### src/rtl/stt_pkg.sv
`default_nettype none

package stt_pkg;

    localparam int LENGTH_BITS = 16;
    localparam int LINE_BITS   = 20;
    localparam int COLUMN_BITS = 16;

    // Record queue sizing: room for two records per byte plus two already waiting.
    localparam int QUEUE_DEPTH = 4;
    localparam int QPTR_BITS   = $clog2(QUEUE_DEPTH);
    localparam int QCNT_BITS   = $clog2(QUEUE_DEPTH + 1);

    // Character codes
    localparam logic [7:0] CH_TAB   = 8'h09;
    localparam logic [7:0] CH_LF    = 8'h0A;
    localparam logic [7:0] CH_CR    = 8'h0D;
    localparam logic [7:0] CH_SPACE = 8'h20;
    localparam logic [7:0] CH_QUOTE = 8'h22;
    localparam logic [7:0] CH_HASH  = 8'h23;
    localparam logic [7:0] CH_PLUS  = 8'h2B;
    localparam logic [7:0] CH_MINUS = 8'h2D;
    localparam logic [7:0] CH_POINT = 8'h2E;
    localparam logic [7:0] CH_ZERO  = 8'h30;
    localparam logic [7:0] CH_NINE  = 8'h39;
    localparam logic [7:0] CH_UP_A  = 8'h41;
    localparam logic [7:0] CH_UP_E  = 8'h45;
    localparam logic [7:0] CH_UP_Z  = 8'h5A;
    localparam logic [7:0] CH_OPEN  = 8'h5B;
    localparam logic [7:0] CH_CLOSE = 8'h5D;
    localparam logic [7:0] CH_LOW_A = 8'h61;
    localparam logic [7:0] CH_LOW_E = 8'h65;
    localparam logic [7:0] CH_LOW_Z = 8'h7A;

    typedef enum logic [2:0] {
        MODE_IDLE    = 3'd0,
        MODE_IDENT   = 3'd1,
        MODE_STRING  = 3'd2,
        MODE_NUMBER  = 3'd3,
        MODE_COMMENT = 3'd4,
        MODE_BLOCKED = 3'd5
    } mode_t;

    typedef enum logic [2:0] {
        PH_START   = 3'd0,
        PH_LEAD    = 3'd1,
        PH_INT     = 3'd2,
        PH_FRAC    = 3'd3,
        PH_EXP     = 3'd4,
        PH_EXPSIGN = 3'd5,
        PH_EXPDIG  = 3'd6,
        PH_NONE    = 3'd7
    } phase_t;

    typedef enum logic [2:0] {
        KIND_IDENT   = 3'd0,
        KIND_NUMBER  = 3'd1,
        KIND_STRING  = 3'd2,
        KIND_OPEN    = 3'd3,
        KIND_CLOSE   = 3'd4,
        KIND_ERROR   = 3'd5,
        KIND_UNTERM  = 3'd6,
        KIND_END     = 3'd7
    } kind_t;

    typedef struct packed {
        kind_t                   kind;
        logic [LENGTH_BITS-1:0]  length;
        logic [LINE_BITS-1:0]    line;
        logic [COLUMN_BITS-1:0]  column;
        logic                    text_done;
        logic                    run_last;
    } record_t;

    typedef struct packed {
        logic [1:0] count;
        record_t    rec0;
        record_t    rec1;
    } push_t;

    typedef struct packed {
        phase_t phase;
        logic   point;
    } num_step_t;

    function automatic logic is_letter(logic [7:0] c);
        return ((c >= CH_LOW_A) && (c <= CH_LOW_Z)) || ((c >= CH_UP_A) && (c <= CH_UP_Z));
    endfunction

    function automatic logic is_digit(logic [7:0] c);
        return (c >= CH_ZERO) && (c <= CH_NINE);
    endfunction

    function automatic logic is_sign(logic [7:0] c);
        return (c == CH_PLUS) || (c == CH_MINUS);
    endfunction

    function automatic logic is_blank(logic [7:0] c);
        return (c == CH_SPACE) || (c == CH_TAB) || (c == CH_CR) || (c == CH_LF);
    endfunction

    function automatic logic is_final(phase_t ph);
        return (ph == PH_INT) || (ph == PH_FRAC) || (ph == PH_EXPDIG);
    endfunction

    // Number automaton: next phase, PH_NONE when the byte cannot extend it.
    function automatic num_step_t number_next(phase_t ph, logic [7:0] c, logic pt);
        num_step_t r;
        logic      d;
        logic      e;
        d = is_digit(c);
        e = (c == CH_LOW_E) || (c == CH_UP_E);
        r.phase = PH_NONE;
        r.point = pt;
        case (ph)
            PH_START: begin
                if (is_sign(c)) begin
                    r.phase = PH_LEAD;
                end else if (c == CH_POINT) begin
                    r.phase = PH_LEAD;
                    r.point = 1'b1;
                end else if (d) begin
                    r.phase = PH_INT;
                end
            end
            PH_LEAD: begin
                if (d) r.phase = pt ? PH_FRAC : PH_INT;
            end
            PH_INT: begin
                if ((c == CH_POINT) && !pt) begin
                    r.phase = PH_FRAC;
                    r.point = 1'b1;
                end else if (d) begin
                    r.phase = PH_INT;
                end else if (e) begin
                    r.phase = PH_EXP;
                end
            end
            PH_FRAC: begin
                if (d) r.phase = PH_FRAC;
                else if (e) r.phase = PH_EXP;
            end
            PH_EXP: begin
                if (is_sign(c)) r.phase = PH_EXPSIGN;
                else if (d) r.phase = PH_EXPDIG;
            end
            PH_EXPSIGN, PH_EXPDIG: begin
                if (d) r.phase = PH_EXPDIG;
            end
            default: r.phase = PH_NONE;
        endcase
        return r;
    endfunction

    function automatic record_t make_record(kind_t k, logic [LENGTH_BITS-1:0] len,
                                            logic [LINE_BITS-1:0] ln,
                                            logic [COLUMN_BITS-1:0] col);
        record_t r;
        r.kind      = k;
        r.length    = len;
        r.line      = ln;
        r.column    = col;
        r.text_done = 1'b0;
        r.run_last  = 1'b0;
        return r;
    endfunction

endpackage

`default_nettype wire

### src/rtl/stt_scan.sv
`default_nettype none

module stt_scan (
    input  wire logic                 aclk,
    input  wire logic                 aresetn,
    input  wire logic                 step,
    input  wire logic [7:0]           text_byte,
    input  wire logic                 end_of_text,
    output stt_pkg::push_t            push,
    output stt_pkg::mode_t            mode
);

    stt_pkg::mode_t                         mode_reg, mode_next;
    stt_pkg::phase_t                        phase_reg, phase_next;
    logic                                   point_reg, point_next;
    logic [stt_pkg::LENGTH_BITS-1:0]        len_reg, len_next, len_inc;
    logic [stt_pkg::LINE_BITS-1:0]          pline_reg, pline_next;
    logic [stt_pkg::COLUMN_BITS-1:0]        pcol_reg, pcol_next;
    logic [stt_pkg::LINE_BITS-1:0]          cline_reg, cline_next;
    logic [stt_pkg::COLUMN_BITS-1:0]        ccol_reg, ccol_next;

    stt_pkg::num_step_t num_cont, num_first;
    stt_pkg::record_t   rec_a, rec_b, rec_c, flush_rec, out0, out1;
    logic               va, vb, vc, fv, rescan;
    logic [1:0]         cnt;

    assign len_inc = (len_reg == {stt_pkg::LENGTH_BITS{1'b1}}) ? len_reg
                     : len_reg + stt_pkg::LENGTH_BITS'(1);
    assign num_cont  = stt_pkg::number_next(phase_reg, text_byte, point_reg);
    assign num_first = stt_pkg::number_next(stt_pkg::PH_START, text_byte, 1'b0);

    always_comb begin
        mode_next  = mode_reg;
        phase_next = phase_reg;
        point_next = point_reg;
        len_next   = len_reg;
        pline_next = pline_reg;
        pcol_next  = pcol_reg;
        rescan     = 1'b0;
        va         = 1'b0;
        vb         = 1'b0;
        fv         = 1'b0;
        rec_a      = '0;
        rec_b      = '0;
        flush_rec  = '0;

        // Close out or extend the token in progress
        case (mode_reg)
            stt_pkg::MODE_IDLE: rescan = 1'b1;
            stt_pkg::MODE_IDENT: begin
                if (stt_pkg::is_letter(text_byte)) begin
                    len_next = len_inc;
                end else begin
                    va     = 1'b1;
                    rec_a  = stt_pkg::make_record(stt_pkg::KIND_IDENT, len_reg,
                                                  pline_reg, pcol_reg);
                    mode_next = stt_pkg::MODE_IDLE;
                    rescan = 1'b1;
                end
            end
            stt_pkg::MODE_STRING: begin
                if (text_byte == stt_pkg::CH_QUOTE) begin
                    va    = 1'b1;
                    rec_a = stt_pkg::make_record(stt_pkg::KIND_STRING, len_reg,
                                                 pline_reg, pcol_reg);
                    mode_next = stt_pkg::MODE_IDLE;
                end else begin
                    len_next = len_inc;
                end
            end
            stt_pkg::MODE_NUMBER: begin
                if (num_cont.phase != stt_pkg::PH_NONE) begin
                    phase_next = num_cont.phase;
                    point_next = num_cont.point;
                    len_next   = len_inc;
                end else if (stt_pkg::is_final(phase_reg)) begin
                    va    = 1'b1;
                    rec_a = stt_pkg::make_record(stt_pkg::KIND_NUMBER, len_reg,
                                                 pline_reg, pcol_reg);
                    mode_next = stt_pkg::MODE_IDLE;
                    rescan = 1'b1;
                end else begin
                    va    = 1'b1;
                    rec_a = stt_pkg::make_record(stt_pkg::KIND_ERROR, '0,
                                                 cline_reg, ccol_reg);
                    mode_next = stt_pkg::MODE_BLOCKED;
                end
            end
            stt_pkg::MODE_COMMENT: begin
                if (text_byte == stt_pkg::CH_LF) mode_next = stt_pkg::MODE_IDLE;
            end
            default: mode_next = stt_pkg::MODE_BLOCKED;
        endcase

        // Scan the byte as the start of what follows
        if (rescan) begin
            if (stt_pkg::is_blank(text_byte)) begin
                mode_next = stt_pkg::MODE_IDLE;
            end else if (text_byte == stt_pkg::CH_HASH) begin
                mode_next  = stt_pkg::MODE_COMMENT;
                len_next   = '0;
                pline_next = cline_reg;
                pcol_next  = ccol_reg;
            end else if (stt_pkg::is_letter(text_byte)) begin
                mode_next  = stt_pkg::MODE_IDENT;
                len_next   = stt_pkg::LENGTH_BITS'(1);
                pline_next = cline_reg;
                pcol_next  = ccol_reg;
            end else if (text_byte == stt_pkg::CH_QUOTE) begin
                mode_next  = stt_pkg::MODE_STRING;
                len_next   = '0;
                pline_next = cline_reg;
                pcol_next  = ccol_reg;
            end else if (num_first.phase != stt_pkg::PH_NONE) begin
                mode_next  = stt_pkg::MODE_NUMBER;
                phase_next = num_first.phase;
                point_next = num_first.point;
                len_next   = stt_pkg::LENGTH_BITS'(1);
                pline_next = cline_reg;
                pcol_next  = ccol_reg;
            end else if (text_byte == stt_pkg::CH_OPEN) begin
                vb    = 1'b1;
                rec_b = stt_pkg::make_record(stt_pkg::KIND_OPEN, stt_pkg::LENGTH_BITS'(1),
                                             cline_reg, ccol_reg);
            end else if (text_byte == stt_pkg::CH_CLOSE) begin
                vb    = 1'b1;
                rec_b = stt_pkg::make_record(stt_pkg::KIND_CLOSE, stt_pkg::LENGTH_BITS'(1),
                                             cline_reg, ccol_reg);
            end else begin
                vb    = 1'b1;
                rec_b = stt_pkg::make_record(stt_pkg::KIND_ERROR, '0, cline_reg, ccol_reg);
                mode_next = stt_pkg::MODE_BLOCKED;
            end
        end

        // Position counters
        if (text_byte == stt_pkg::CH_LF) begin
            cline_next = (cline_reg == {stt_pkg::LINE_BITS{1'b1}}) ? cline_reg
                         : cline_reg + stt_pkg::LINE_BITS'(1);
            ccol_next  = stt_pkg::COLUMN_BITS'(1);
        end else begin
            cline_next = cline_reg;
            ccol_next  = (ccol_reg == {stt_pkg::COLUMN_BITS{1'b1}}) ? ccol_reg
                         : ccol_reg + stt_pkg::COLUMN_BITS'(1);
        end

        // End-of-text flush of whatever is still open
        case (mode_next)
            stt_pkg::MODE_IDENT: begin
                fv        = 1'b1;
                flush_rec = stt_pkg::make_record(stt_pkg::KIND_IDENT, len_next,
                                                 pline_next, pcol_next);
            end
            stt_pkg::MODE_NUMBER: begin
                fv        = 1'b1;
                flush_rec = stt_pkg::is_final(phase_next)
                    ? stt_pkg::make_record(stt_pkg::KIND_NUMBER, len_next, pline_next, pcol_next)
                    : stt_pkg::make_record(stt_pkg::KIND_ERROR, '0, cline_next, ccol_next);
            end
            stt_pkg::MODE_STRING: begin
                fv        = 1'b1;
                flush_rec = stt_pkg::make_record(stt_pkg::KIND_UNTERM, len_next,
                                                 pline_next, pcol_next);
            end
            stt_pkg::MODE_COMMENT: begin
                fv        = 1'b1;
                flush_rec = stt_pkg::make_record(stt_pkg::KIND_UNTERM, '0,
                                                 pline_next, pcol_next);
            end
            default: fv = 1'b0;
        endcase

        rec_c = fv ? flush_rec
                   : stt_pkg::make_record(stt_pkg::KIND_END, '0, cline_reg, ccol_reg);
        vc    = end_of_text && (fv || !(va || vb));

        // Pack the candidates into at most two records
        out0 = va ? rec_a : (vb ? rec_b : rec_c);
        out1 = (va && vb) ? rec_b : rec_c;
        cnt  = 2'(({1'b0, va} + {1'b0, vb}) + {1'b0, vc});
        if (cnt > 2'd2) cnt = 2'd2;
        if (cnt == 2'd1) begin
            out0.run_last  = 1'b1;
            out0.text_done = end_of_text;
        end else if (cnt == 2'd2) begin
            out1.run_last  = 1'b1;
            out1.text_done = end_of_text;
        end

        if (end_of_text) begin
            mode_next  = stt_pkg::MODE_IDLE;
            phase_next = stt_pkg::PH_START;
            point_next = 1'b0;
            len_next   = '0;
            pline_next = stt_pkg::LINE_BITS'(1);
            pcol_next  = stt_pkg::COLUMN_BITS'(1);
            cline_next = stt_pkg::LINE_BITS'(1);
            ccol_next  = stt_pkg::COLUMN_BITS'(1);
        end
    end

    always_ff @(posedge aclk) begin
        if (!aresetn) begin
            mode_reg  <= stt_pkg::MODE_IDLE;
            phase_reg <= stt_pkg::PH_START;
            point_reg <= 1'b0;
            len_reg   <= '0;
            pline_reg <= stt_pkg::LINE_BITS'(1);
            pcol_reg  <= stt_pkg::COLUMN_BITS'(1);
            cline_reg <= stt_pkg::LINE_BITS'(1);
            ccol_reg  <= stt_pkg::COLUMN_BITS'(1);
        end else if (step) begin
            mode_reg  <= mode_next;
            phase_reg <= phase_next;
            point_reg <= point_next;
            len_reg   <= len_next;
            pline_reg <= pline_next;
            pcol_reg  <= pcol_next;
            cline_reg <= cline_next;
            ccol_reg  <= ccol_next;
        end
    end

    assign push.count = step ? cnt : 2'd0;
    assign push.rec0  = out0;
    assign push.rec1  = out1;
    assign mode       = mode_reg;

endmodule

`default_nettype wire

### src/rtl/stt_queue.sv
`default_nettype none

module stt_queue (
    input  wire logic                           aclk,
    input  wire logic                           aresetn,
    input  wire stt_pkg::push_t                 push,
    input  wire logic                           pop,
    output stt_pkg::record_t                    head,
    output logic [stt_pkg::QCNT_BITS-1:0]       count
);

    stt_pkg::record_t                   q_mem [stt_pkg::QUEUE_DEPTH];
    logic [stt_pkg::QPTR_BITS-1:0]      wr_ptr_reg, wr_ptr_next;
    logic [stt_pkg::QPTR_BITS-1:0]      rd_ptr_reg, rd_ptr_next;
    logic [stt_pkg::QCNT_BITS-1:0]      count_reg, count_next;
    logic [stt_pkg::QPTR_BITS-1:0]      wr_ptr_inc;

    assign wr_ptr_inc  = wr_ptr_reg + stt_pkg::QPTR_BITS'(1);
    assign wr_ptr_next = wr_ptr_reg + stt_pkg::QPTR_BITS'(push.count);
    assign rd_ptr_next = rd_ptr_reg + stt_pkg::QPTR_BITS'(pop);
    assign count_next  = count_reg + stt_pkg::QCNT_BITS'(push.count)
                         - stt_pkg::QCNT_BITS'(pop);

    always_ff @(posedge aclk) begin
        if (push.count != 2'd0) q_mem[wr_ptr_reg] <= push.rec0;
        if (push.count == 2'd2) q_mem[wr_ptr_inc] <= push.rec1;
    end

    always_ff @(posedge aclk) begin
        if (!aresetn) begin
            wr_ptr_reg <= '0;
            rd_ptr_reg <= '0;
            count_reg  <= '0;
        end else begin
            wr_ptr_reg <= wr_ptr_next;
            rd_ptr_reg <= rd_ptr_next;
            count_reg  <= count_next;
        end
    end

    assign head  = q_mem[rd_ptr_reg];
    assign count = count_reg;

endmodule

`default_nettype wire

### src/rtl/scene_text_tokenizer_unit.sv
// Flow: an accepted byte waits in the input register until the record queue has room,
//   is then scanned, and its records are written to the queue that drives m_tvalid.
// Throughput: one byte per cycle while the record queue holds at most two records;
//   input stalls at three or four; the m_ side drains one record per cycle on m_tready.
// Reset: synchronous, active low; clears the scanner to between-tokens at line 1,
//   column 1, and empties the input register and the record queue.
`default_nettype none

module scene_text_tokenizer_unit (
    input  wire logic        aclk,
    input  wire logic        aresetn,
    // request in: one text byte
    input  wire logic        s_tvalid,
    output logic             s_tready,
    input  wire logic [7:0]  s_tdata,   // [7:0] text_byte
    input  wire logic        s_tlast,   // end_of_text
    // request out: one token record
    output logic             m_tvalid,
    input  wire logic        m_tready,
    output logic [55:0]      m_tdata,   // [2:0] token_kind, [18:3] token_length,
                                        // [38:19] start_line, [54:39] start_column, [55] zero
    output logic             m_tuser,   // text_done
    output logic             m_tlast    // run_last
);

    // Input register: holds one byte until the queue can take its records
    logic        in_valid_reg;
    logic [7:0]  byte_reg;
    logic        eot_reg;
    logic        step;
    logic        room;

    stt_pkg::push_t                     push;
    stt_pkg::mode_t                     mode;
    stt_pkg::record_t                   head;
    logic [stt_pkg::QCNT_BITS-1:0]      q_count;
    logic                               pop;

    // A byte may cause two records, so advance only with two free slots
    assign room     = (q_count <= stt_pkg::QCNT_BITS'(stt_pkg::QUEUE_DEPTH - 2));
    assign step     = in_valid_reg && room;
    assign s_tready = !in_valid_reg || step;

    always_ff @(posedge aclk) begin
        if (!aresetn) begin
            in_valid_reg <= 1'b0;
        end else if (s_tready) begin
            in_valid_reg <= s_tvalid;
        end
    end

    // Payload: capture on every accepted request
    always_ff @(posedge aclk) begin
        if (s_tvalid && s_tready) begin
            byte_reg <= s_tdata;
            eot_reg  <= s_tlast;
        end
    end

    // Scanner: mode, number automaton and position counters
    stt_scan u_scan (
        .aclk        (aclk),
        .aresetn     (aresetn),
        .step        (step),
        .text_byte   (byte_reg),
        .end_of_text (eot_reg),
        .push        (push),
        .mode        (mode)
    );

    // Record queue: absorb the occasional second record of a byte
    stt_queue u_queue (
        .aclk    (aclk),
        .aresetn (aresetn),
        .push    (push),
        .pop     (pop),
        .head    (head),
        .count   (q_count)
    );

    assign m_tvalid = (q_count != '0);
    assign pop      = m_tvalid && m_tready;
    assign m_tdata  = {1'b0, head.column, head.line, head.length, head.kind};
    assign m_tuser  = head.text_done;
    assign m_tlast  = head.run_last;

    // The queue never holds more than its depth
    a_queue_bound: assert property (@(posedge aclk) disable iff (!aresetn)
        q_count <= stt_pkg::QCNT_BITS'(stt_pkg::QUEUE_DEPTH))
        else $error("record queue overflow");

    // End of text always produces at least one record
    a_eot_record: assert property (@(posedge aclk) disable iff (!aresetn)
        (step && eot_reg) |-> (push.count != 2'd0))
        else $error("end of text without record");

    // End of text returns the scanner to between tokens
    a_eot_idle: assert property (@(posedge aclk) disable iff (!aresetn)
        (step && eot_reg) |=> (mode == stt_pkg::MODE_IDLE))
        else $error("scanner not idle after end of text");

    // After an error nothing more is emitted until end of text
    a_blocked_quiet: assert property (@(posedge aclk) disable iff (!aresetn)
        (step && !eot_reg && (mode == stt_pkg::MODE_BLOCKED)) |-> (push.count == 2'd0))
        else $error("record emitted while blocked");

endmodule

`default_nettype wire
### config.mk
export PLATFORM = sky130hd
export DESIGN_NAME = scene_text_tokenizer_unit
export DESIGN_NICKNAME = d
export VERILOG_FILES = /design/src/rtl/stt_pkg.sv /design/src/rtl/stt_scan.sv /design/src/rtl/stt_queue.sv /design/src/rtl/scene_text_tokenizer_unit.sv
export SDC_FILE = /design/constraint.sdc
export NUM_CORES = 1
export LEC_CHECK = 0
export BUFFER_PORTS_ARGS = -buffer_cell sky130_fd_sc_hd__buf_4
export CAP_MARGIN = 5
export CORE_ASPECT_RATIO = 1.1
export CORE_MARGIN = 3
export CORE_UTILIZATION = 40
export CTS_CLUSTER_SIZE = 20
export DETAILED_ROUTE_END_ITERATION = 16
export PLACE_DENSITY = 0.58
export SKIP_CTS_REPAIR_TIMING = 1
export SKIP_LAST_GASP = 1
export SLEW_MARGIN = 20
export SYNTH_ARGS = -nofsm -noshare
export SYNTH_HDL_FRONTEND = slang
export SYNTH_HIERARCHICAL = 1
export SYNTH_SLANG_ARGS = --single-unit
### constraint.sdc
create_clock -name aclk -period 28.2 [get_ports aclk]
set_clock_uncertainty 0.05 [all_clocks]
set_input_delay 1.41 -clock aclk [delete_from_list [all_inputs] [get_ports aclk]]
set_output_delay 1.41 -clock aclk [all_outputs]
set_load 0.01 [all_outputs]
# [After elaboration in Yosys (flattened, before gate mapping)]
# Memory sizes are Yosys's and may differ from the RTL's. A register that Yosys moved wholly into a read port is not among the register bits.
# Cells that the tools add are included.
[classes] addsub=10 magnitude_cmp=8 n_eq_ne=38 mux=126 n_reduce_logical=31
[op_table] cell="$mux 57" count=14
[op_table] cell="$mux 16" count=21
[op_table] cell="$pmux 57 s4" count=1
[op_table] cell="$mux 20" count=10
[op_table] cell="$pmux 57 s3" count=1
[op_table] cell="$mux 3" count=31
[op_table] cell="$mux 56" count=1
[op_table] cell="$mux 55" count=1
[op_table] cell="$mux 54" count=1
[op_table] cell="$eq 8x6->1 const B" count=6
[op_table] cell="$pmux 16 s3" count=1
[op_table] cell="$add 16x1->16 const B" count=2
[op_table] cell="$eq 16x16->1 const B" count=2
[op_table] cell="$eq 8x7->1 const B" count=4
[op_table] cell="$mux 1" count=32
[op_table] cell="$eq 3x2->1 const B" count=8
[op_table] cell="$eq 8x4->1 const B" count=3
[op_table] cell="$add 20x1->20 const B" count=1
[op_table] cell="$eq 20x20->1 const B" count=1
[op_table] cell="$eq 3x3->1 const B" count=6
[op_table] cell="$pmux 3 s6" count=1
[op_table] cell="$ge 8x7->1 const B" count=2
[op_table] cell="$le 8x7->1 const B" count=2
[op_table] cell="$pmux 3 s5" count=1
[op_table] cell="other kinds (25)" count=60
[word_totals] regBits=112 mem_bits_rw=228 input_bits=13 output_inout_bits=60 word_cells=228 n_memories=1
[memory_table] name="u_queue.q_mem" depth=4 word_bits=57 rd=1 rd_ports_with_merged_regs=1 wr=2 line="stt_queue.sv:12" rtl="stt_pkg::record_t q_mem [stt_pkg::QUEUE_DEPTH];"

# [Longest topological paths before layout]
# Gate-level depths: netlist (run 1).
[depth] depth_word=29 mapped_depth=22 ltp_nobuf=18

# [Hierarchy]
# The synthesis (run 1) kept the hierarchy.
[by_module_without_submodules] module="stt_queue" n_inst=1 cells_per_inst=589 area_each_um2=11355.9 seq_area_each_um2=6986.7
[by_module_without_submodules] module="stt_scan" n_inst=1 cells_per_inst=999 area_each_um2=7644.8 seq_area_each_um2=1901.8
[by_module_without_submodules] module="scene_text_tokenizer_unit" n_inst=1 cells_per_inst=23 area_each_um2=370.4 seq_area_each_um2=290.3

# [Least setup slack after synthesis (run 1)]
# Ideal clock, no wire load.
[synth_timing] path_type="flip-flop to flip-flop" start="register byte_reg[7]" end="memory u_queue/q_mem[0][0] (netlist name), enable pin" setup_time_ns=0.551 arrival_ns=8.240 t_required_ns=27.599 slack_ns=19.360 path_stages_with_launch=16 n_path_buf=1 period_less_slack_ns=8.840 cell_sequence="edfxtp_1 or3b_4 or4_4 a2bb2oi_2 and2_4 and2_4 buf_6 a41o_1 or4b_4 and2_1 o21a_1 fa_1 nor2b_1 and2_1 o21bai_1 o21ai_0"
[synth_rtl] element="start: declaration" line="scene_text_tokenizer_unit.sv:28" rtl="logic [7:0] byte_reg;"
[synth_rtl] element="start signal: assignment" line="scene_text_tokenizer_unit.sv:55" rtl="byte_reg <= s_tdata;"
[synth_rtl] element="end: declaration" line="stt_queue.sv:12"

==> flow_metrics.env, run 1 <==
export IMPL_status="complete, no violations"
export IMPL_ys_flop_type="edfxtp_1"
export IMPL_antenna_found_initial=0
export IMPL_die_y_um=237
export IMPL_drive_above_1_share_pct=30.1
export IMPL_final_nets=1644
export IMPL_clk_latency_ps=560
export IMPL_cp_required_ps=28340
export IMPL_fin_ws_ps=21330
export IMPL_num_vias=13396
export IMPL_hold_depth=2
export IMPL_cp_end_kind="register"
export IMPL_worstPathCellList="or3b_4 > or4_4 > a2bb2oi_2 > and2_4 > a31oi_2 > o32a_1 > or4b_4 > and2_1 > o21a_1 > fa_1 > nor2b_1 > and2_1 > o21bai_1 > o21ai_4 > buf_4"
export IMPL_dieArea_mm2=0.0511
export IMPL_cellPowerDensity_mw_per_mm2=68.2
export IMPL_wl_um=52100
export IMPL_yosysTopAreaCell="edfxtp_1"
export IMPL_gp_congestion=0.861
export IMPL_ios=73
export IMPL_cts_htree_levels=2
export IMPL_maxSlewViolCount=0
export IMPL_grt_pass1_vias=13589
export IMPL_hp_class="register to register"
export IMPL_synth_seq_cells=340
export IMPL_synthTopCellsByArea="edfxtp_1 (37%), mux2_2 (13%), dfxtp_1 (11%), mux4_2 (6.6%), nor2b_1 (2.6%)"
export IMPL_cp_num_buf_inv=1
export IMPL_synthesis_nets=1634
export IMPL_worstSetupStartpointType="register"
export IMPL_fin_cells=2289
export IMPL_cp_common_cell="and2_1"
export IMPL_synth_most_common_cell="edfxtp_1"
export IMPL_dp_hpwl_um=31400
export IMPL_r2r_end="u_queue/q_mem[0][29]"
export IMPL_fin_crit_sh_pct=24.4
export IMPL_hold_viol_final=0
export IMPL_cts_buffer_depth=3
export IMPL_critPathSlowestCell="o21ai_4"
export IMPL_tightestPinTransition_ps=1040
export IMPL_fin_setup_tns_ps=0
export IMPL_r2r_cells=15
export IMPL_yosys_area_top_type_share_pct=36.7
export IMPL_place_ws_ps=21350
export IMPL_power_leakage_nw=7.62
export IMPL_cpLargestDelayFamily="simple AND/OR/NAND/NOR gates"
export IMPL_rows=83
export IMPL_maxCapViolations=0
export IMPL_start_util_pct=41.0
export IMPL_slowest_delay_ps=820
export IMPL_grt_pass1_wl_um=81200
export IMPL_irDropWorstVdd_v=0.0000393
export IMPL_arrival_ps=7000
export IMPL_grt_overflow=0
export IMPL_synth_warnings=6
export IMPL_synth_distinct_cells=92
export IMPL_netlist_top_cells_count="edfxtp_1 (237), mux2_2 (222), dfxtp_1 (103)"
export IMPL_async_flop_share_pct=0
export IMPL_cts_buffers=39
export IMPL_clk_pin_slew_ps=60
export IMPL_r2r_start="byte_reg[7]"
export IMPL_numClockSinks=340
export IMPL_finalSetupViolCount=0
export IMPL_dp_cells=2217
export IMPL_syn_inst=1611
export IMPL_post_drt_via_cell_ratio=5.85
export IMPL_synth_edf_count=237
export IMPL_antenna_cells_inserted=0
export IMPL_drt_iter0_markers=867
export IMPL_ant_nets=0
export IMPL_hold_path_end="u_scan/point_reg"
export IMPL_netlist_area_mm2=0.0194
export IMPL_core_mm2=0.0473
export IMPL_area_delta_synth_final_pct=11.4
export IMPL_postLayoutCellArea_mm2=0.0216
export IMPL_die_w_um=216
export IMPL_grt_use_total_pct=20.2
export IMPL_drc=0
export IMPL_rrSetupSlack_ps=21330
export IMPL_cts_tree="yes"
export IMPL_min_period_ps=6870
export IMPL_largest_register_ffs=228
export IMPL_dr_pass1_iters=5
export IMPL_syn_area_per_cell_um2=12.0
export IMPL_critPathKind="register to register"
export IMPL_wl_per_cell_um=22.8
export IMPL_timing_fmax_ghz=0.146
export IMPL_hold_start="u_scan/point_reg"
export IMPL_yosysSeqAreaShare_pct=47.4
export IMPL_cp_max_fo=34
export IMPL_post_dp_cell_area_mm2=0.0203
export IMPL_slew_headroom_pct=30.3
export IMPL_rsz0062_at_grt="no"
export IMPL_port_buffers=71
export IMPL_root_buffer="clkbuf_16"
export IMPL_grt_max_degree=104
==> placed cells by master (no fill, tap or decap), types with 11 or more instances in the layout <==
cell type	count
a22oi_1	55
nand2b_1	15
edfxtp_1	237
nor2_1	89
buf_4	92
o22ai_1	11
mux2_2	222
dfxtp_1	101
a22o_1	17
xor2_1	13
mux4_2	57
inv_1	28
clkbuf_16	40
o31ai_1	18
nor2b_1	80
nand3_1	30
nor3_1	17
mux2_1	19
and2_1	30
a21oi_1	38
o21a_1	11
a21o_1	27
and3_1	13
o221a_4	12
nand2_1	94
o21ai_0	50
==> report_power, final <==
| part | internal [mW] | total (mW) | switching (mW) |
|---|---|---|---|
| combinational | 0.176 | 0.381 | 0.205 |
| sequential | 0.568 | 0.591 | 0.0234 |
| clock | 0.292 | 0.501 | 0.209 |
==> final cells by class <==
class	count	area, um2
fillers	4361	25700
multi-input cells	1119	9540
flip-flops and latches	340	9180
clock buffers	51	1050
well taps	637	797
repair buffers	93	718
clock inverters	21	195
inverters	28	105
==> stage by stage <==
stage	util, %	hold WS [ps]	total power [mW]
after floorplan	-	403	0.854
after global placement	43.0	436	0.983
after detailed placement	43.0	441	0.988
after CTS	45.7	453	1.49
after global routing	45.7	475	1.54
final	45.7	460	1.47
==> worst min-delay path, delay by kind of cell (launching register included) <==
| family | cells | cell delay, ps |
|---|---|---|
| flip-flops | 1 | 320 |
| AO/OA/AOI/OAI | 1 | 80 |
| AND/OR/NAND/NOR | 1 | 60 |
==> metal layers <==
metal,global-route usage (%),up-vias,share of wire (%)
met3,2.98,85,4.4
met5,0,-,0
met2,34.4,331,49
li1,-,6175,-
met1,26.9,6805,45
met4,5.55,0,2.2
==> worst max-delay path by stage <==
stage           startpoint              endpoint  slack [ps]  cells past startpoint
6_report       byte_reg[7]  u_queue/q_mem[0][29]       21330                     15
3_5_place_dp   byte_reg[7]  u_queue/q_mem[0][19]       21350                     15
2_1_floorplan  byte_reg[7]   u_queue/q_mem[0][0]       19360                     15
5_1_grt        byte_reg[7]  u_queue/q_mem[0][29]       20760                     15
4_1_cts        byte_reg[7]  u_queue/q_mem[0][29]       21350                     15
3_3_place_gp   byte_reg[7]  u_queue/q_mem[1][10]       21310                     15
==> logic make-up (layout without fill, tap and decap cells) <==
group / count (synthesis) / count (layout) / synth area share [%]
and+or+nand+nor: 440 / 440 / 12.1
adders and majority gates: 10 / 10 / 0.723
DFF: 340 / 340 / 47.4
buffers and inverters: 152 / 193 / 3.82
other: 1 / 1 / 0.0194
muxes: 317 / 317 / 21.9
xor gates and xnor gates: 25 / 25 / 1.27
AOI/OAI and AO/OA: 326 / 326 / 12.8
Power figures use the tool's default switching activity.
==> inputs of run 2 (changes only) <==
--- a/config.mk
+++ b/config.mk
@@ -12,7 +12,7 @@
 export CORE_UTILIZATION = 40
 export CTS_CLUSTER_SIZE = 20
 export DETAILED_ROUTE_END_ITERATION = 16
-export PLACE_DENSITY = 0.58
+export PLACE_DENSITY = 0.6
 export SKIP_CTS_REPAIR_TIMING = 1
 export SKIP_LAST_GASP = 1
 export SLEW_MARGIN = 20
==> constraint.sdc (replaced) <==
create_clock -name aclk -period 5.7 [get_ports aclk]
set_clock_uncertainty 0.05 [all_clocks]
set_input_delay 0.285 -clock aclk [delete_from_list [all_inputs] [get_ports aclk]]
set_output_delay 0.285 -clock aclk [all_outputs]
set_load 0.01 [all_outputs]
==> run 2 against run 1 <==
Against the previous run: worst setup slack got worse by 21000 ps; via count increased by 0.81%; cell area grew 1.9%; total power increased to 5.0 times the previous value; routed wire length decreased by 1.1%; global-route usage is 0.24 points lower; critical path type unchanged.
==> flow_metrics.env, run 2 (synthesis gave the netlist of run 1 again) <==
export IMPL_grt_pass1_wl_um=80900
export IMPL_grt_overflow=0
export IMPL_wl_per_cell_um=22.1
export IMPL_area_delta_synth_final_pct=13.5
export IMPL_arrival_ps=5730
export IMPL_fin_setup_tns_ps=0
export IMPL_layout_common_cells="edfxtp_1 (237), mux2_2 (222), buf_4 (112), dfxtp_1 (101), nand2_1 (94)"
export IMPL_start_util_pct=41.0
export IMPL_ant_nets=0
export IMPL_slowest_delay_ps=550
export IMPL_internal_power_mw=5.12
export IMPL_port_buffers=71
export IMPL_antenna_found_initial=1
export IMPL_postLayoutCellArea_mm2=0.0220
export IMPL_clk_pin_slew_ps=60
export IMPL_cp_end_kind="register"
export IMPL_gp_congestion=0.887
export IMPL_p_comb_share_pct=26.4
export IMPL_fin_crit_sh_pct=96.4
export IMPL_core_mm2=0.0473
export IMPL_min_period_ps=5500
export IMPL_post_dp_cell_area_mm2=0.0206
export IMPL_dr_pass1_iters=5
export IMPL_cts_buffer_depth=3
export IMPL_cts_tree="yes"
export IMPL_worstSetupStartpointType="register"
export IMPL_power_switching_mw=2.18
export IMPL_cellPowerDensity_mw_per_mm2=332
export IMPL_tightestPinTransition_ps=1010
export IMPL_num_vias=13505
export IMPL_maxCapViolations=0
export IMPL_slew_headroom_pct=32.3
export IMPL_die_w_um=216
export IMPL_final_nets=1683
export IMPL_die_y_um=237
export IMPL_root_buffer="clkbuf_16"
export IMPL_drc=0
export IMPL_dp_hpwl_um=31400
export IMPL_cp_required_ps=5940
export IMPL_cts_htree_levels=2
export IMPL_maxSlewViolCount=0
export IMPL_grt_pass1_vias=13742
export IMPL_largest_register_ffs=228
export IMPL_worstPathCellList="or3b_4 > or2_1 > o311ai_1 > o211ai_1 > and2_4 > a41o_1 > or4b_4 > and2_1 > o21a_1 > fa_1 > nor2b_1 > and2_2 > and4bb_4 > buf_12 > mux2_2"
export IMPL_sequentialPowerShare_pct=40.2
export IMPL_clkPwrFrac_pct=33.4
export IMPL_cts_buffers=39
export IMPL_dieArea_mm2=0.0511
export IMPL_critPathSlowestCell="or4b_4"
export IMPL_cp_max_fo=24
export IMPL_layout_commonest_cell="edfxtp_1"
export IMPL_status="complete, no violations"
export IMPL_grt_use_total_pct=19.9
export IMPL_numClockSinks=340
export IMPL_irDropWorstVdd_v=0.000189
export IMPL_netSwitchingFraction_pct=29.9
export IMPL_critPathKind="register to register"
export IMPL_finalSetupViolCount=0
export IMPL_rows=83
export IMPL_clk_latency_ps=550
export IMPL_timing_fmax_ghz=0.182
export IMPL_drt_iter0_markers=1024
export IMPL_power_leakage_nw=7.85
export IMPL_cpLargestDelayFamily="simple AND/OR/NAND/NOR gates"
export IMPL_drive_above_1_share_pct=31.5
export IMPL_hold_viol_final=0
export IMPL_antenna_cells_inserted=0
export IMPL_hp_class="input port to register"
export IMPL_cp_num_buf_inv=1
export IMPL_grt_max_degree=104
export IMPL_post_drt_via_cell_ratio=5.80
export IMPL_power_mw=7.30
export IMPL_ios=73
export IMPL_wl_um=51600
## run 2: path summary, 6_finish.rpt
check,to,slack (ps),from,cells past startpoint
min,u_queue/rd_ptr_reg[0],190,m_tready,4
min reg2reg,u_scan/point_reg,440,u_scan/point_reg,2
max reg2reg,u_queue/q_mem[2][36],200,byte_reg[7],15
max,u_queue/q_mem[2][36],200,byte_reg[7],15
## run 2: power by group through the flow
stage | combinational, mW | clock (mW) | sequential, mW
2_1_floorplan | 1.32 | 0 | 2.89
3_3_place_gp | 1.92 | 0 | 2.99
3_5_place_dp | 1.93 | 0 | 3.00
4_1_cts | 1.94 | 2.50 | 2.95
5_1_grt | 2.07 | 2.59 | 2.96
6_report | 1.93 | 2.44 | 2.94
## run 2: layout make-up
class	instances	area [um2]
repair buffers	132	1140
fillers	4236	25300
well taps	637	797
flip-flops and latches	340	9180
clock buffers	50	1060
inverters	28	105
multi-input cells	1119	9540
clock inverters	22	169
## run 2: per-stage QoR
| stage | utilization (%) | std cells | hold slack (ps) | setup slack, ps |
|---|---|---|---|---|
| 6_report | 46.5 | 2328 | 191 | 205 |
| 5_1_grt | 46.5 | 2328 | 188 | -29.6 |
| 4_1_cts | 46.3 | 2316 | -164 | 177 |
| 3_5_place_dp | 43.7 | 2244 | 414 | 217 |
| 3_3_place_gp | 43.7 | 2244 | 414 | 318 |
| 2_1_floorplan | - | 1611 | 334 | -535 |
## run 2: worst min-delay path: stages
cell,delay [ps]
buf_4,70
and2_4,140
ha_1,120
and2_1,110
## run 2: routing by layer
| layer | vias up | global-route usage (%) | wire (um) |
|---|---|---|---|
| met3 | 92 | 2.94 | 2920 |
| met1 | 6775 | 26.7 | 22100 |
| li1 | 6246 | - | - |
| met5 | - | 0 | 0 |
| met4 | 0 | 5.89 | 1240 |
| met2 | 392 | 33.7 | 25300 |
==> inputs of run 3 (changes only) <==
--- a/config.mk
+++ b/config.mk
@@ -9,10 +9,10 @@
 export CAP_MARGIN = 5
 export CORE_ASPECT_RATIO = 1.1
 export CORE_MARGIN = 3
-export CORE_UTILIZATION = 40
+export CORE_UTILIZATION = 34
 export CTS_CLUSTER_SIZE = 20
 export DETAILED_ROUTE_END_ITERATION = 16
-export PLACE_DENSITY = 0.6
+export PLACE_DENSITY = 0.53
 export SKIP_CTS_REPAIR_TIMING = 1
 export SKIP_LAST_GASP = 1
 export SLEW_MARGIN = 20
==> run 3 against run 2 <==
Against the previous run: clock power about the same; combinational power about the same; critical path depth up 2; critical path type unchanged; die area up 17%; largest power group unchanged; largest cell class unchanged; fmax up 0.72%; highest routed layer unchanged; sequential share of layout area down 0.54 points.
==> flow_metrics.env, run 3 (synthesis gave the netlist of run 1 again) <==
export IMPL_maxSlewViolCount=0
export IMPL_grt_pass1_vias=13885
export IMPL_dp_hpwl_um=33800
export IMPL_rsz0062_at_grt="yes"
export IMPL_min_period_ps=5460
export IMPL_layout_common_cells="edfxtp_1 (237), mux2_2 (222), buf_4 (126), dfxtp_1 (101), nand2_1 (94)"
export IMPL_cp_max_fo=17
export IMPL_sequentialPowerShare_pct=40.0
export IMPL_cts_buffer_depth=3
export IMPL_worstSetupStartpointType="register"
export IMPL_num_vias=13491
export IMPL_hold_viol_final=0
export IMPL_cellPowerDensity_mw_per_mm2=330
export IMPL_hold_ws_ps=154
export IMPL_place_ws_ps=168
export IMPL_power_switching_mw=2.20
export IMPL_post_drt_via_cell_ratio=5.50
export IMPL_status="complete, no violations"
export IMPL_startpoint="byte_reg[6]"
export IMPL_final_nets=1702
export IMPL_critPathKind="register to register"
export IMPL_die_y_um=256
export IMPL_ant_nets=0
export IMPL_cts_buffers=40
export IMPL_cts_tree="yes"
export IMPL_start_util_pct=34.4
export IMPL_fin_crit_sh_pct=95.7
export IMPL_die_w_um=234
export IMPL_core_mm2=0.0562
export IMPL_power_mw=7.36
export IMPL_cp_end_kind="register"
export IMPL_p_comb_share_pct=26.6
export IMPL_layout_commonest_cell="edfxtp_1"
export IMPL_grt_use_total_pct=18.2
export IMPL_dr_pass1_iters=5
export IMPL_maxCapViolations=0
export IMPL_gp_congestion=0.835
export IMPL_clk_pin_slew_ps=60
export IMPL_drt_iter0_markers=802
export IMPL_dieArea_mm2=0.0599
export IMPL_area_delta_synth_final_pct=15.0
export IMPL_cts_htree_levels=2
export IMPL_dp_cells=2362
export IMPL_fin_ws_ps=244
export IMPL_irDropWorstVdd_v=0.000201
export IMPL_root_buffer="clkbuf_16"
export IMPL_wl_um=54900
export IMPL_grt_overflow=0
export IMPL_antenna_cells_inserted=0
export IMPL_r2r_start="byte_reg[6]"
export IMPL_hold_start="m_tready"
export IMPL_tightestPinTransition_ps=1050
export IMPL_clk_latency_ps=550
export IMPL_wl_per_cell_um=22.4
export IMPL_drive_above_1_share_pct=31.7
export IMPL_grt_max_degree=104
export IMPL_slew_headroom_pct=30.2
export IMPL_hp_class="input port to register"
export IMPL_netSwitchingFraction_pct=29.9
export IMPL_internal_power_mw=5.16
export IMPL_finalSetupViolCount=0
export IMPL_power_leakage_nw=7.95
export IMPL_largest_register_ffs=228
export IMPL_arrival_ps=5700
export IMPL_ios=73
export IMPL_timing_fmax_ghz=0.183
export IMPL_fin_cells=2452
export IMPL_clkPwrFrac_pct=33.4
export IMPL_numClockSinks=340
export IMPL_cp_required_ps=5950
export IMPL_grt_pass1_wl_um=85000
export IMPL_port_buffers=71
export IMPL_drc=0
export IMPL_antenna_found_initial=0
export IMPL_rows=91
==> run 3: path summary, 6_finish.rpt <==
path	end	slack, ps	cells past startpoint
max	u_queue/q_mem[1][14]	240	17
min	u_queue/rd_ptr_reg[0]	150	4
max reg2reg	u_queue/q_mem[1][14]	240	17
min reg2reg	u_scan/point_reg	450	2
==> run 3: layout make-up <==
| class | instances | area (um2) |
|---|---|---|
| multi-input combinational | 1119 | 9520 |
| inverter | 28 | 105 |
| timing repair buffer | 150 | 1320 |
| sequential | 340 | 9180 |
| fill | 5445 | 34000 |
| clock inverter | 16 | 130 |
| tap | 744 | 931 |
| clock buffer | 55 | 1090 |
==> run 3: layer usage <==
layer  GRT usage, %  share of wire (%)
met5              0                  0
met4           4.63                2.1
met3           2.89                4.5
met2           30.7                 49
met1           24.4                 45
==> run 3: critical path: stages (launching register included) <==
cell	delay [ps]
edfxtp_1	450
or3b_4	430
or4_4	500
a2bb2oi_2	160
and2_4	200
and2_4	180
a41o_1	260
or4b_4	550
and2_1	180
o21a_1	190
fa_1	470
nor2b_1	150
and2_1	220
buf_4	170
nor4b_4	260
buf_4	180
buf_6	220
mux2_2	360
==> run 3: per-stage QoR <==
stage	instance area [um2]	utilization (%)	setup TNS (ps)
after floorplan	19400	-	-118470
after global placement	20900	37.1	0
after detailed placement	20900	37.1	0
after CTS	22100	39.3	0
after global routing	22300	39.6	-387
final	22300	39.6	0
==> run 3: power groups by stage <==
| stage | registers (mW) | logic, mW | clock network (mW) |
|---|---|---|---|
| after floorplan | 2.89 | 1.32 | 0 |
| after CTS | 2.95 | 1.97 | 2.54 |
| final | 2.95 | 1.96 | 2.45 |
| after global placement | 3.00 | 1.95 | 0 |
| after global routing | 2.97 | 2.11 | 2.62 |
| after detailed placement | 3.00 | 1.96 | 0 |
